==> config.mk <==
export PLATFORM = sky130hd
export DESIGN_NAME = lptc_cell
export DESIGN_NICKNAME = d
export VERILOG_FILES = /design/src/rtl/lptc_pkg.sv /design/src/rtl/lptc_cell.sv
export SDC_FILE = /design/constraint.sdc
export NUM_CORES = 1
export LEC_CHECK = 0
export ABC_AREA = 1
export BUFFER_PORTS_ARGS = -buffer_cell sky130_fd_sc_hd__buf_2
export CAP_MARGIN = 20
export CORE_AREA = 2 2 261 263
export DETAILED_ROUTE_END_ITERATION = 7
export DIE_AREA = 0 0 263 265
export HOLD_SLACK_MARGIN = 0.03
export PLACE_DENSITY_LB_ADDON = 0.1
export SLEW_MARGIN = 0
export SYNTH_ARGS = -nofsm -noshare
export SYNTH_HDL_FRONTEND = slang
export SYNTH_SLANG_ARGS = --single-unit
==> constraint.sdc <==
create_clock -name i_clk -period 11.1 [get_ports i_clk]
set_input_delay 2.22 -clock i_clk [delete_from_list [all_inputs] [get_ports i_clk]]
set_output_delay 2.22 -clock i_clk [all_outputs]
set_load 0.05 [all_outputs]
==> src/rtl/lptc_pkg.sv <==
`timescale 1ns / 1ps
`default_nettype none
package lptc_pkg;

    localparam int unsigned CAPACITY_DEF = 256;
    localparam int unsigned TAG_W        = 64;
    localparam int unsigned DIGEST_W     = 256;
    localparam int unsigned STATUS_W     = 3;
    localparam int unsigned SLOT_OUT_W   = 8;
    localparam int unsigned COUNT_W      = 32;
    localparam int unsigned RES_OUT_W    = 9;

    typedef enum logic [STATUS_W-1:0] {
        ST_HIT      = 3'd0,
        ST_MISS     = 3'd1,
        ST_CONFLICT = 3'd2,
        ST_INSERTED = 3'd3,
        ST_RESIDENT = 3'd4
    } t_status;

    // Cell moves: keep, take the neighbor's entry as part of a ring rotation,
    // or take it only when the cell sits at or ahead of the shift position.
    typedef enum logic [1:0] {
        CELL_HOLD,
        CELL_ROTATE,
        CELL_SHIFT
    } t_cell_op;

    typedef enum logic [1:0] {
        S_IDLE,
        S_SCAN,
        S_UPDATE,
        S_OUT
    } t_state;

    typedef struct packed {
        logic                valid;
        logic [TAG_W-1:0]    tag;
        logic [DIGEST_W-1:0] digest;
    } t_entry;

endpackage
`default_nettype wire

==> src/rtl/lptc_cell.sv <==
`timescale 1ns / 1ps
`default_nettype none
module lptc_cell #(
    parameter int unsigned IDX    = 0,
    parameter int unsigned SLOT_W = 8,
    parameter int unsigned POS_W  = 8
) (
    input  wire                    i_clk,
    input  wire                    i_rst_n,
    input  lptc_pkg::t_cell_op     i_op,
    input  wire [POS_W-1:0]        i_pos,
    input  lptc_pkg::t_entry       i_ent,
    input  wire [SLOT_W-1:0]       i_slot,
    output lptc_pkg::t_entry       o_ent,
    output logic [SLOT_W-1:0]      o_slot
);

    localparam logic [POS_W-1:0] MyPos = POS_W'(IDX);

    logic                          r_valid;
    logic [lptc_pkg::TAG_W-1:0]    r_tag;
    logic [lptc_pkg::DIGEST_W-1:0] r_digest;
    logic [SLOT_W-1:0]             r_slot;
    logic                          w_take;

    always_comb begin
        case (i_op)
            lptc_pkg::CELL_ROTATE: w_take = 1'b1;
            lptc_pkg::CELL_SHIFT:  w_take = (MyPos <= i_pos);
            default:               w_take = 1'b0;
        endcase
    end

    always_ff @(posedge i_clk) begin
        if (!i_rst_n) begin
            r_valid <= 1'b0;
        end else if (w_take) begin
            r_valid <= i_ent.valid;
        end
    end

    always_ff @(posedge i_clk) begin
        if (w_take) begin
            r_tag    <= i_ent.tag;
            r_digest <= i_ent.digest;
            r_slot   <= i_slot;
        end
    end

    assign o_ent  = {r_valid, r_tag, r_digest};
    assign o_slot = r_slot;

endmodule
`default_nettype wire

==> flow_summary_export.csv <==
group,metric,value,unit
outcome,status,"completed",
clocking,htreeDepth,2,
drt,met3_length,4.13,mm
global_routing,grt_pass1_wl,47.8,mm
global_routing,grt_max_degree,137,
clocking,cts_sinks,329,
synth,synth_seq_cells,329,
drt,wl,34.8,mm
setup_path,critPathArrivalTime,4250,ps
synth,synth_cells,343,
synth,netlist_area,0.00993,mm2
synth,synth_cell_types,7,
drt,wl_per_cell,17.9,um
setup_path,path_buf_inv,4,
placed_design,place_area,0.0144,mm2
setup_path,cp_slowest_stage_delay,830,ps
clocking,cts.repair.resized,0,
worst_hold_path,whs_path_depth,4,
clocking,ctsRootBufferMaster,"clkbuf_16",
setup_path,worst-endpoint-required,11260,ps
drt,drt-initial-drc-count,260,
final_layout,final_cell_mix,"buf_2, edfxtp_1, clkbuf_16, clkbuf_1",
setup_path,cp_top_family,"buffers and inverters",
drt,antenna_left,0,
worst_hold_path,hold_class,"reg2reg",
final_layout,fin_util,23.3,%
worst_hold_path,hold_end,"r_valid$_SDFFE_PN0P_",
sta,max_freq,244,MHz
setup_path,path_max_fanout,126,
setup_path,endpoint_kind,"register",
setup_path,r2r_slack,10480,ps
worst_hold_path,min_from,"r_valid$_SDFFE_PN0P_",
setup_path,rr_endpoint,"r_valid$_SDFFE_PN0P_",
sta,post-route-period-util,36.9,%
setup_path,path_common_cell,"nand2_1",
synth,yosysSeqAreaShare,99.4,%
clocking,cts_setup_buffers,0,
sta,setup_viol,0,
floorplanning,pin_count,670,
clocking,cts_tree,"done",
floorplanning,start_util,14.9,%
sta,rsz0062_at_grt,"no",
clocking,cts_inserted_buffers,41,
final_layout,final_common_cell,"buf_2",
synth,yosysWarnings,0,
global_routing,track_usage,9.54,%
power_and_ir_drop,power_density,225,mW/mm2
clocking,clock_path_buffers,3,
sta,worstMarginPinSlew,972,ps
drt,vias,6223,
final_layout,fin_nets,1389,
power_and_ir_drop,p_leak,0.00650,uW
placed_design,dpl.cell_count,1878,
clocking,postCtsHoldBufs,0,
drt,wl_met2,19.0,mm
sta,setup_tns,0,ps
global_routing,antenna_found_initial,9,
drt,wl_met1,10.4,mm
placed_design,io_buffers,661,
synth,avgSynthCellArea,28.9,um2
sta,min_period,4100,ps
sta,finalMaxSlewViolations,0,
global_routing,grt_pass1_vias,6747,
floorplanning,die_h,265,um
setup_path,slowest_stage,"buf_4",
drt,drc_errors,0,
drt,drtPass1Iterations,4,
setup_path,r2r_start,"r_valid$_SDFFE_PN0P_",
placed_design,place_congestion,0.733,
final_layout,final_cells,1947,
final_layout,area_growth,56.8,%
final_layout,drive_above_1_share,66.6,%
floorplanning,coreArea,0.0668,mm2
floorplanning,die_w,263,um
clocking,insertion_delay,540,ps
final_layout,n_fill_cell,7117,
sta,slew_headroom,35.2,%
sta,whs,553,ps
setup_path,start_kind,"input port",
setup_path,worstPathCellList,"buf_2, inv_1, nand2_1, nand2_1, inv_8, buf_4",
power_and_ir_drop,peakVddDrop,114,uV
placed_design,dp_hpwl,26.4,mm
sta,finClkSkew,0,ps
sta,final-hold-violation-count,0,
job,cap_violations,0,
setup_path,path_depth,6,
synth,synth_nets,684,
drt,top_layer,"met5",
setup_path,r2r_cells,4,
final_layout,finalInstanceArea,0.0156,mm2
clocking,cts.clk_slew.worst_paths,50,ps
floorplanning,rows,95,
drt,viasPerCell,3.20,
setup_path,worst-setup-path-type,"in2reg",
global_routing,grt_overflow,0,
floorplanning,die_area,0.0697,mm2
==> tightest hold or removal path: stages, from the launching register on <==
cell and delay (ps):
dfxtp_1 310, inv_1 50, nand3_1 70, nand2_1 60
nor2_1 30
==> cell usage after synthesis <==
cell	instances	area, um2
edfxtp_1	328	9850
nand2_1	6	22.5
inv_1	4	15.0
nor2_1	2	7.51
buf_4	1	7.51
dfxtp_1	1	20.0
nand3_1	1	5.00
==> state kept, by name (all words and copies together) (netlist names) <==
register	flops
o_slot	8
r_tag	64
r_digest	256
r_valid	1
==> logic make-up after synthesis <==
| logic type | share of synthesized area (%) |
|---|---|
| buffers and inverters | 0.227 |
| flip-flops | 99.4 |
| AND/OR/NAND/NOR | 0.353 |
==> report_power, final <==
part | internal [uW] | leakage (uW) | switching (uW)
sequential | 1520 | 0.00325 | 31.5
combinational | 128 | 0.00266 | 588
clock | 722 | 0.000587 | 507
==> worst max path at each step <==
stage	from	to	slack, ps
global route	i_op[0]	r_digest[110]$_DFFE_PP_	6810
CTS	i_op[0]	r_tag[1]$_DFFE_PP_	7030
finish	i_op[0]	r_tag[1]$_DFFE_PP_	7000
global placement	i_op[0]	r_digest[16]$_DFFE_PP_	6400
floorplan	i_op[0]	o_slot[0]$_DFFE_PP_	1740
detailed placement	i_op[0]	r_tag[1]$_DFFE_PP_	6420
==> cell type report <==
| class | instances | area (um2) | area share, % |
|---|---|---|---|
| clock buffers | 54 | 1120 | 7.18 |
| inverters | 4 | 22.5 | 0.145 |
| diodes | 3 | 7.51 | 0.0482 |
| repair buffers | 663 | 3340 | 21.4 |
| well taps | 873 | 1090 | 7.02 |
| multi-input cells | 9 | 35.0 | 0.225 |
| flip-flops and latches | 329 | 9870 | 63.4 |
| clock inverters | 12 | 81.3 | 0.523 |
==> per-stage QoR <==
stage	total power [uW]	worst slack (ps)
6_report	3500	7000
2_1_floorplan	2110	1740
4_1_cts	3590	7030
5_1_grt	3650	6810
3_5_place_dp	2310	6420
3_3_place_gp	2310	6400
==> routing by layer <==
metal	up-vias	track usage, %
met5	-	0
met4	12	4.09
met3	74	5.19
met2	355	17.9
met1	2973	8.31
li1	2809	-
Note: power is estimated with default switching activity, not from simulation.
